## config.mk

```make
export PLATFORM = sky130hd
export DESIGN_NAME = bresenham_line_rasterizer
export DESIGN_NICKNAME = d
export VERILOG_FILES = /design/src/hdl/blr_pkg.sv /design/src/hdl/bresenham_line_rasterizer.sv
export SDC_FILE = /design/constraint.sdc
export NUM_CORES = 1
export LEC_CHECK = 0
export BUFFER_PORTS_ARGS = -buffer_cell sky130_fd_sc_hd__buf_4
export CORE_ASPECT_RATIO = 1.4
export CORE_UTILIZATION = 54
export CTS_CLUSTER_DIAMETER = 200
export DETAILED_ROUTE_END_ITERATION = 10
export HOLD_SLACK_MARGIN = 0.1
export PLACE_DENSITY = 0.88
export SLEW_MARGIN = 40
export SYNTH_ARGS = -nofsm -noshare
export SYNTH_HDL_FRONTEND = slang
export SYNTH_SLANG_ARGS = --single-unit
export TNS_END_PERCENT = 5
```

## constraint.sdc

```tcl
create_clock -name clk -period 4.9 [get_ports clk]
set_input_delay 0.245 -clock clk [delete_from_list [all_inputs] [get_ports clk]]
set_output_delay 0.245 -clock clk [all_outputs]
set_load 0.03 [all_outputs]
```

## src/hdl/blr_pkg.sv

```systemverilog
// shared types and microprogram for the line rasterizer
`timescale 1ns / 1ps

package blr_pkg;

    // microprogram step address
    typedef logic [1:0] step_t;

    // datapath operation selected by the control word
    typedef enum logic [1:0] {
        OP_LOAD,
        OP_SWAP,
        OP_INIT,
        OP_EMIT
    } op_t;

    // jump condition, taken to target when true, else fall through to the next step
    typedef enum logic [1:0] {
        COND_NEVER,
        COND_ALWAYS,
        COND_NOT_LAST
    } cond_t;

    typedef struct packed {
        op_t   op;
        cond_t cond;
        step_t target;
    } ctrl_word_t;

    localparam step_t STEP_LOAD = 2'd0;
    localparam step_t STEP_SWAP = 2'd1;
    localparam step_t STEP_INIT = 2'd2;
    localparam step_t STEP_EMIT = 2'd3;

    // control store; the emit step falls through by address wrap back to load
    function automatic ctrl_word_t prog_rom(input step_t addr);
        ctrl_word_t w;
        case (addr)
            STEP_LOAD: w = '{op: OP_LOAD, cond: COND_NEVER,    target: STEP_LOAD};
            STEP_SWAP: w = '{op: OP_SWAP, cond: COND_NEVER,    target: STEP_LOAD};
            STEP_INIT: w = '{op: OP_INIT, cond: COND_NEVER,    target: STEP_LOAD};
            STEP_EMIT: w = '{op: OP_EMIT, cond: COND_NOT_LAST, target: STEP_EMIT};
            default:   w = '{op: OP_LOAD, cond: COND_ALWAYS,   target: STEP_LOAD};
        endcase
        return w;
    endfunction

endpackage

```

## src/hdl/bresenham_line_rasterizer.sv

```systemverilog
// Bresenham line rasterizer: microcoded sequencer and point datapath
`timescale 1ns / 1ps

// A line transfer is taken when the block is in its load step. The three control
// steps (load, steep swap, ordering) come first, then the emit step runs once per
// point, giving one point per cycle while out_ready stays high. A line of major
// length L gives L+1 points. The emit step of the microprogram loop, with its
// single error add and compare, sets that one-point-per-cycle pace. The output
// register lets the last point wait while the next line is loaded.

module bresenham_line_rasterizer #(
    parameter int COORD_BITS = 6
) (
    input  logic                  clk,
    input  logic                  rst_n,
    input  logic                  in_valid,
    output logic                  in_ready,
    input  logic [COORD_BITS-1:0] start_x,
    input  logic [COORD_BITS-1:0] start_y,
    input  logic [COORD_BITS-1:0] end_x,
    input  logic [COORD_BITS-1:0] end_y,
    input  logic [7:0]            tile_code,
    output logic                  out_valid,
    input  logic                  out_ready,
    output logic [COORD_BITS-1:0] point_x,
    output logic [COORD_BITS-1:0] point_y,
    output logic [7:0]            tile_out,
    output logic                  last_point
);

    localparam int ERR_W = COORD_BITS + 3;

    blr_pkg::step_t     upc_reg;
    blr_pkg::step_t     upc_next;
    blr_pkg::ctrl_word_t cw;

    logic [COORD_BITS-1:0] ax_reg, ay_reg, bx_reg, by_reg;
    logic [COORD_BITS-1:0] major_reg, minor_reg, end_reg;
    logic [COORD_BITS-1:0] dmaj_reg, dmin_reg;
    logic signed [ERR_W-1:0] err_reg;
    logic [7:0]            tile_reg;
    logic                  steep_reg;
    logic                  inc_reg, dec_reg;
    logic                  out_valid_reg;
    logic [COORD_BITS-1:0] point_x_reg, point_y_reg;
    logic [7:0]            tile_out_reg;
    logic                  last_point_reg;

    logic [COORD_BITS-1:0] adx, ady;
    logic                  steep_now;
    logic                  out_free;
    logic                  emit_fire;
    logic                  stall;
    logic                  is_last;
    logic                  cond_true;
    logic signed [ERR_W-1:0] err_sum;
    logic signed [ERR_W:0]   err_twice;
    logic signed [ERR_W:0]   dmaj_ext;
    logic                  take_step;
    logic signed [ERR_W-1:0] err_next;

    assign cw = blr_pkg::prog_rom(upc_reg);

    assign adx       = (ax_reg > bx_reg) ? ax_reg - bx_reg : bx_reg - ax_reg;
    assign ady       = (ay_reg > by_reg) ? ay_reg - by_reg : by_reg - ay_reg;
    assign steep_now = ady > adx;

    assign out_free  = !out_valid_reg || out_ready;
    assign emit_fire = (cw.op == blr_pkg::OP_EMIT) && out_free;
    assign is_last   = major_reg == end_reg;

    // error update: add minor distance, step minor when twice error reaches dmaj
    assign err_sum   = err_reg + $signed({3'b000, dmin_reg});
    assign err_twice = {err_sum, 1'b0};
    assign dmaj_ext  = $signed({4'b0000, dmaj_reg});
    assign take_step = err_twice >= dmaj_ext;
    assign err_next  = take_step ? err_sum - $signed({3'b000, dmaj_reg}) : err_sum;

    always_comb
    begin
        case (cw.op)
            blr_pkg::OP_LOAD: stall = !in_valid;
            blr_pkg::OP_EMIT: stall = !out_free;
            default:          stall = 1'b0;
        endcase
        case (cw.cond)
            blr_pkg::COND_ALWAYS:   cond_true = 1'b1;
            blr_pkg::COND_NOT_LAST: cond_true = !is_last;
            default:                cond_true = 1'b0;
        endcase
        if (stall)
        begin
            upc_next = upc_reg;
        end
        else if (cond_true)
        begin
            upc_next = cw.target;
        end
        else
        begin
            upc_next = upc_reg + 2'd1;
        end
    end

    always_ff @(posedge clk or negedge rst_n)
    begin
        if (!rst_n)
        begin
            upc_reg       <= blr_pkg::STEP_LOAD;
            out_valid_reg <= 1'b0;
        end
        else
        begin
            upc_reg <= upc_next;
            if (emit_fire)
            begin
                out_valid_reg <= 1'b1;
            end
            else if (out_ready)
            begin
                out_valid_reg <= 1'b0;
            end
        end
    end

    always_ff @(posedge clk)
    begin
        case (cw.op)
            blr_pkg::OP_LOAD:
            begin
                if (in_valid)
                begin
                    ax_reg   <= start_x;
                    ay_reg   <= start_y;
                    bx_reg   <= end_x;
                    by_reg   <= end_y;
                    tile_reg <= tile_code;
                end
            end
            blr_pkg::OP_SWAP:
            begin
                steep_reg <= steep_now;
                if (steep_now)
                begin
                    ax_reg <= ay_reg;
                    ay_reg <= ax_reg;
                    bx_reg <= by_reg;
                    by_reg <= bx_reg;
                end
            end
            blr_pkg::OP_INIT:
            begin
                // order so the major coordinate rises
                if (ax_reg > bx_reg)
                begin
                    major_reg <= bx_reg;
                    end_reg   <= ax_reg;
                    minor_reg <= by_reg;
                    inc_reg   <= by_reg < ay_reg;
                    dec_reg   <= by_reg > ay_reg;
                end
                else
                begin
                    major_reg <= ax_reg;
                    end_reg   <= bx_reg;
                    minor_reg <= ay_reg;
                    inc_reg   <= ay_reg < by_reg;
                    dec_reg   <= ay_reg > by_reg;
                end
                dmaj_reg <= adx;
                dmin_reg <= ady;
                err_reg  <= '0;
            end
            blr_pkg::OP_EMIT:
            begin
                if (emit_fire)
                begin
                    point_x_reg    <= steep_reg ? minor_reg : major_reg;
                    point_y_reg    <= steep_reg ? major_reg : minor_reg;
                    tile_out_reg   <= tile_reg;
                    last_point_reg <= is_last;
                    major_reg      <= major_reg + 1'b1;
                    err_reg        <= err_next;
                    if (take_step && inc_reg)
                    begin
                        minor_reg <= minor_reg + 1'b1;
                    end
                    else if (take_step && dec_reg)
                    begin
                        minor_reg <= minor_reg - 1'b1;
                    end
                end
            end
            default:
            begin
            end
        endcase
    end

    assign in_ready   = cw.op == blr_pkg::OP_LOAD;
    assign out_valid  = out_valid_reg;
    assign point_x    = point_x_reg;
    assign point_y    = point_y_reg;
    assign tile_out   = tile_out_reg;
    assign last_point = last_point_reg;

    // the final point of a line hands control back to the load step
    assert property (@(posedge clk) disable iff (!rst_n)
        (emit_fire && is_last) |=> in_ready)
        else $error("sequencer did not return to load after last point");

    // a new line transfer makes the block busy on the next cycle
    assert property (@(posedge clk) disable iff (!rst_n)
        (in_valid && in_ready) |=> !in_ready)
        else $error("input taken again before the line was set up");

    // the walk never passes the far endpoint
    assert property (@(posedge clk) disable iff (!rst_n)
        (cw.op == blr_pkg::OP_EMIT) |-> (major_reg <= end_reg))
        else $error("major coordinate ran past the endpoint");

    // the steep swap leaves the minor distance no larger than the major one
    assert property (@(posedge clk) disable iff (!rst_n)
        (cw.op == blr_pkg::OP_EMIT) |-> (dmin_reg <= dmaj_reg))
        else $error("minor distance exceeds major distance");

endmodule

```

==> summary.txt, run 1 <==
Run status
  • Status: finished clean

CTS
  • CTS Root Cell: clkbuf_16
  • CTS tree: done
  • Worst-Skew Late Latency: 0.35 ns
  • Num CTS Buffers: 9
  • Clk buf depth: 2
  • CTS HTree Levels: 3
  • Clock sinks: 98
  • Worst-path clk slew: approximately 0.080 ns

Yosys
  • XOR/XNOR Fraction of Synth Area: under 10%
  • Post-synth EDFFs: 95
  • Compound-Gate Fraction of Synth Area: 12.16%
  • Combinational family with the most area after synthesis: adder cells
  • Area share of the largest cell type after synthesis: a little under half
  • Warnings from Yosys: 0
  • Number of synthesized register bits: 98
  • Syn avg cell area: 11.62 µm²
  • Synth Area in Simple Gates: 8.131%
  • Post-synthesis cell area: 6125 µm²
  • Fraction of registers with async set/reset: 3.061%
  • Synth top area cells: edfxtp_1 (47%), ha_1 (11%), mux2_2 (7.2%)
  • Dominant cell type by area after synthesis: edfxtp_1
  • Sequential share of the synthesized area: between 40 and 50%
  • Post-Syn Nets: 625
  • Gate Count Post-Synth: approximately 530
  • Adder-cell share of the synthesized area: between 10% and 20%
  • Cell variety after synth: 55
  • Most frequent cell after synthesis: edfxtp_1
  • Ys flop type: edfxtp_1
  • Mux contribution to synthesized area: 9.622%
  • Commonest cells post-synth: edfxtp_1 (95), ha_1 (55), inv_1 (51)

Die
  • Die Ht: 128.0 µm
  • Total core area: 10,920 µm²
  • Die ar.: between 10,000 and 15,000 µm²
  • # rows: between 40 and 50
  • Die X: 92.01 µm
  • Boundary Pins: 59
  • Initial Util: 56.07%

Timing
  • Final period utilization: between 90% and 100%
  • Worst-margin pin slew: ~0.74 ns
  • Max transition margin: approximately 50%
  • Post-route setup slack: between 0.15 and 0.2 ns
  • RSZ-0062 raised after global routing: no
  • Setup TNS: 0 ns
  • Highest clock rate: 0.2122 GHz
  • Final hold vios: 0
  • Clk_skew: 0.008036 ns
  • Final setup fails: 0
  • Slew Limit Fails: 0
  • Final min period: 4.712 ns

Worst hold path
  • Hold Path Stages: 2
  • Worst hold-check path type: in -> reg
  • Hold Path End: ay_reg[3]
  • Hold_sp: start_y[3]

Drt
  • Routed vias: approximately 4,300
  • Vias per std cell: 5.824
  • Routed len/inst: 17.49 µm
  • Final wirelength: around 13,000 µm
  • DRC: 0
  • Routed Antenna Nets: 0
  • DR pass1 iterations: 5
  • DRT iter0 DRCs: 319

Layout
  • Area of the multi-input gates: 2952 µm²
  • Nets@finish: 690
  • Max reg flops: 9
  • Area growth syn-to-layout: 16.16%
  • Reg area: 2928 µm²
  • Fillers: 795
  • Diode count: 0
  • Share of cells above drive strength 1: 21.44%

Global route
  • Vias in the first global route: 4,450
  • First-pass GRT wire length: ~21,000 µm
  • GRT Total Usage: 23.40%
  • Pin count of the biggest net entering global routing: 44
  • Grt total ovfl: 0
  • Antenna violations before repair: 0

Critical path
  • Slowest stage delay, CP: 0.41 ns
  • Reg-to-Reg Start: dmin_reg[0]
  • CP endpoint kind: flip-flop
  • CP max FO: 6
  • Worst EP arrival: 4.80 ns
  • FF-to-FF path depth: 19
  • Crit Path Class: reg -> reg
  • CP Cell Sequence: ha_1, fa_1, a21o_1, a21oi_1, xnor2_1, ha_1, nand4_1, a21oi_1, a211oi_1, o21a_1, a311o_1, ha_1, a21o_1, a21o_1, a21o_1, a21oi_1, xnor2_1, xnor2_1, a21oi_1
  • Worst r2r dst: minor_reg[5]
  • Critical Path RT: roughly 5.0 ns
  • Worst setup SP type: flip-flop
  • Flop2flop setup slack: 0.19 ns
  • CP max stage cell: fa_1

Placed design
  • GP Congestion: 0.9334
  • PortBufs: 58
  • DP HPWL: 9584 µm
  • Pre-CTS setup slack: 0.2837 ns

Job
  • Maxcap violations: 0
cells in the final DEF (no fill, tap or decap), types with 3 or more instances in the layout:
| cell type | synthesis | routed |
|---|---|---|
| edfxtp_1 | 95 | 95 |
| buf_4 | 0 | 61 |
| ha_1 | 55 | 53 |
| inv_1 | 51 | 50 |
| mux2_2 | 39 | 39 |
| a21oi_1 | 30 | 30 |
| nand2_1 | 30 | 30 |
| o21ai_0 | 22 | 21 |
| xnor2_1 | 20 | 20 |
| nor2_1 | 20 | 19 |
| a21o_1 | 17 | 17 |
| mux2i_1 | 15 | 15 |
| xor2_1 | 12 | 12 |
| nor2b_1 | 10 | 10 |
| nand3_1 | 9 | 9 |
| clkbuf_16 | 0 | 9 |
| dlygate4sd3_1 | 0 | 9 |
| nand2b_1 | 7 | 7 |
| fa_1 | 7 | 7 |
| o21a_1 | 6 | 6 |
| o21ai_1 | 6 | 6 |
| nand4_1 | 5 | 5 |
| a211oi_1 | 5 | 5 |
| o211ai_1 | 4 | 4 |
| nor3_1 | 4 | 4 |
| o21bai_1 | 3 | 3 |
| and3_1 | 3 | 3 |
| nand3b_1 | 3 | 3 |
| dfrtp_1 | 3 | 3 |
cell type report:
type,count,share of cell area (%)
Sequential cell,98,41.15
Clock inverter,7,1.319
Multi-Input combinational cell,362,41.49
Timing Repair Buffer,70,7.703
Clock buffer,9,3.166
Tap cell,141,2.480
Inverter,51,2.691
repair_timing:
action | 4_1_cts | 5_1_grt
resized for setup | 0 | 0
hold buffers | 9 | 0
setup buffers | 0 | 0
endpoints found under the hold margin | 11 | 0
routing by layer:
layer / vias to the layer above / GRT usage, % / routed length (µm)
met1: 2074 / 24.91 / 4833
met3: 38 / 5.516 / 581
li1: 2046 / - / -
met4: 0 / 11.86 / 496
met2: 140 / 42.80 / 6996
met5: - / 0 / 0
stage by stage:
| stage | util (%) | hold WS [ns] | area [µm²] | instances |
|---|---|---|---|---|
| 2_1_floorplan | - | -0.05059 | 6125 | 527 |
| 3_3_place_gp | 61.34 | 0.03386 | 6700 | 713 |
| 3_5_place_dp | 61.39 | 0.03699 | 6705 | 713 |
| 4_1_cts | 65.13 | 0.1852 | 7114 | 738 |
| 5_1_grt | 65.13 | 0.1849 | 7114 | 738 |
| 6_report | 65.13 | 0.1880 | 7114 | 738 |
logic make-up (layout without fill, tap and decap cells):
| kind of cell | after synthesis | after routing |
|---|---|---|
| AO/OA/AOI/OAI | 115 | 115 |
| multiplexers | 54 | 54 |
| XOR/XNOR | 32 | 32 |
| AND/OR/NAND/NOR | 99 | 99 |
| adder cells (fa/ha/maj) | 62 | 62 |
| buffers and inverters | 67 | 137 |
| flip-flops | 98 | 98 |
how the worst max path moves through the flow:
stage | start | to | slack, ns | cells after the start
3_3_place_gp | dmin_reg[0] | minor_reg[5] | 0.50 | 19
4_1_cts | dmin_reg[0] | minor_reg[5] | 0.22 | 19
3_5_place_dp | dmin_reg[0] | minor_reg[5] | 0.28 | 19
6_report | dmin_reg[0] | minor_reg[5] | 0.19 | 19
5_1_grt | dmin_reg[0] | minor_reg[5] | 0.04 | 19
2_1_floorplan | ax_reg[0] | ax_reg[0] | 0.30 | 19
critical path: cells and delay by family, from the launching register on:
kind,cells,cell delay (ns)
fa+ha+maj,4,1.24
flops,1,0.37
simple gates,1,0.09
xor+xnor,3,0.54
compound gates,11,2.19
Power of run 1 is left out: the tool's default activity adds up to more than one toggle a clock period on the data nets, which glitch-free logic cannot reach.
==> run 2, diff against run 1 <==
--- a/config.mk
+++ b/config.mk
@@ -7,11 +7,13 @@
 export LEC_CHECK = 0
 export BUFFER_PORTS_ARGS = -buffer_cell sky130_fd_sc_hd__buf_4
 export CORE_ASPECT_RATIO = 1.4
-export CORE_UTILIZATION = 54
+export CORE_UTILIZATION = 56
+export CTS_BUF_LIST = sky130_fd_sc_hd__clkbuf_8
 export CTS_CLUSTER_DIAMETER = 200
 export DETAILED_ROUTE_END_ITERATION = 10
+export GPL_ROUTABILITY_DRIVEN = 0
 export HOLD_SLACK_MARGIN = 0.1
-export PLACE_DENSITY = 0.88
+export PLACE_DENSITY = 0.79
 export SLEW_MARGIN = 40
 export SYNTH_ARGS = -nofsm -noshare
 export SYNTH_HDL_FRONTEND = slang
==> run 2 against run 1 <==
  * Sequential cell count stayed put
  * Hold slack worse by 0.029 ns
  * Maximum frequency is 6.5% higher
  * Core utilization is 1.5 points higher
  * Clock-buffer cell count stayed put
==> summary.txt, run 2 (synthesized netlist as in run 1, its figures left out) <==
Run status
  • Status: finished clean

Layout
  • Share of cells above drive strength 1: 21.70% (+0.26 points)
  • Max reg flops: 9 (unchanged)
  • Commonest non-fill, non-tap cell in the layout: edfxtp_1
  • Commonest non-fill, non-tap cells in the layout: edfxtp_1 (95), buf_4 (63), ha_1 (54)
  • Nets@finish: 692 (+0.29%)
  • Diode count: 0 (unchanged)
  • Area growth syn-to-layout: 14.46%

Global route
  • Met1 Usage GRT: 26.34% (+1.4 points)
  • Met2 Track Usage GR: 40.86% (-1.9 points)
  • M3 GR Usage: 2.838% (-2.7 points)
  • GRT busiest layer: met2
  • First-pass GRT wire length: 20,410 µm (-2.9%)
  • Antenna violations before repair: 0 (unchanged)
  • Vias in the first global route: 4,357 (-2.1%)
  • GRT Total Usage: 22.97% (-0.42 points)
  • Grt total ovfl: 0 (unchanged)
  • Pin count of the biggest net entering global routing: 44 (unchanged)

Critical path
  • Flop2flop setup slack: 0.47 ns (+0.29 ns)
  • Worst setup SP type: flip-flop
  • FF-to-FF path depth: 19 (unchanged)
  • Critical Path RT: 5.02 ns (+0.03 ns)
  • CP endpoint kind: flip-flop
  • Worst r2r dst: minor_reg[5]
  • Crit Path Class: reg -> reg
  • CP max FO: 6 (unchanged)
  • Worst EP arrival: 4.54 ns (-0.26 ns)
  • Reg-to-Reg Start: dmin_reg[0]

Drt
  • Final wirelength: 12,170 µm (-5.7%)
  • DR pass1 iterations: 4 (-1)
  • Routed Antenna Nets: 0 (unchanged)
  • Routed vias: 4,165 (-3.1%)
  • Routed len/inst: 16.52 µm (-5.6%)
  • DRT iter0 DRCs: 205 (-36%)
  • Vias per std cell: 5.651 (-3.0%)
  • DRC: 0 (unchanged)

CTS
  • CTS HTree Levels: 3 (unchanged)
  • CTS tree: done
  • Worst-Skew Late Latency: 0.38 ns (+0.03 ns)
  • Clock sinks: 98 (unchanged)
  • Num CTS Buffers: 9 (unchanged)
  • Worst-path clk slew: 0.11 ns (+0.03 ns)
  • CTS Root Cell: clkbuf_8
  • Clk buf depth: 2 (unchanged)

Die
  • # rows: 44 (-2.2%)
  • Initial Util: 58.25% (+2.2 points)
  • Die ar.: 11,370 µm² (-3.5%)
  • Total core area: 10,520 µm² (-3.7%)
  • Die Ht: 125.7 µm (-1.8%)
  • Die X: 90.39 µm (-1.8%)
  • Boundary Pins: 59 (unchanged)

Timing
  • Final hold vios: 0 (unchanged)
  • Setup TNS: 0 ns (unchanged)
  • Max transition margin: 51.15% (+1.1 points)
  • Highest clock rate: 0.2259 GHz (+6.5%)
  • Final setup fails: 0 (unchanged)
  • Clk_skew: 0.01811 ns (+0.01008 ns)
  • Worst-margin pin slew: 0.7328 ns (-0.01149 ns)
  • Final min period: 4.426 ns (-0.2858 ns)
  • Slew Limit Fails: 0 (unchanged)
  • RSZ-0062 raised after global routing: no
  • Final period utilization: 90.33% (-5.8 points)

Worst hold path
  • Worst hold-check path type: in -> reg
  • Hold Path Stages: 2 (unchanged)
  • Hold Path End: by_reg[0]
  • Hold_sp: end_y[0]

Job
  • Maxcap violations: 0 (unchanged)

Placed design
  • PortBufs: 58 (unchanged)
  • DP HPWL: 9403 µm (-1.9%)
## run 2: changes by cell type in the layout (fill, tap and decap cells not counted), sizes merged
cell / previous run / this run
clkinv: 2 / 5
buf: 61 / 63
bufinv: 1 / 0
clkinvlp: 1 / 0
inv: 54 / 53
## run 2: worst max path at each step
stage,startpoint,cells past startpoint,slack (ns),endpoint
6_report,dmin_reg[0],19,0.47,minor_reg[5]
5_1_grt,dmin_reg[0],19,0.12,minor_reg[5]
4_1_cts,dmin_reg[0],19,0.39,minor_reg[5]
3_5_place_dp,dmin_reg[0],19,0.42,minor_reg[5]
3_3_place_gp,dmin_reg[0],19,0.54,minor_reg[5]
2_1_floorplan,ax_reg[0],19,0.30,ax_reg[0]
## run 2: per-layer routing
metal | part of all wire [%] | vias up
met5 | 0 | -
met2 | 52 | 126
li1 | - | 2050
met4 | 4.8 | 0
met1 | 39 | 1945
met3 | 3.9 | 44
## run 2: timing repair
action / 4_1_cts / 5_1_grt
resized for setup: 0 / 1
hold endpoints to repair: 11 / 0
buffers inserted: 0 / 0
setup endpoints to repair: 0 / 1
hold buffers: 9 / 0
## run 2: area by class of cell
type	instances	area [µm²]
Sequential cell	98	2928
Clock inverter	7	81.33
Inverter	51	191.4
Multi-Input combinational cell	362	2950
Fill cell	782	3505
Clock buffer	9	123.9
Timing Repair Buffer	72	563.0
Tap cell	138	172.7
## run 2: stage by stage
stage	util (%)	hold WS, ns	instance area (µm²)	setup WS (ns)	std cells
2_1_floorplan	-	-0.05059	6125	0.2989	527
3_3_place_gp	63.83	0.03614	6711	0.5437	712
3_5_place_dp	63.85	0.03759	6714	0.4242	712
4_1_cts	66.66	0.1431	7009	0.3921	737
5_1_grt	66.67	0.1511	7010	0.1176	737
6_report	66.67	0.1594	7010	0.4739	737
## run 2: critical path: stages, from the launching register on
cell and delay, ns:
edfxtp_1 0.38, ha_1 0.24, fa_1 0.42, a21o_1 0.19, a21oi_1 0.18, xnor2_1 0.13
ha_1 0.31, nand4_1 0.09, a21oi_1 0.14, a211oi_1 0.07, o21a_1 0.16, a311o_2 0.47
ha_1 0.29, a21o_1 0.17, a21o_1 0.20, a21o_1 0.18, a21oi_1 0.18, xnor2_1 0.15
xnor2_1 0.14, a21oi_1 0.08
Power of run 2 is left out for the same reason.
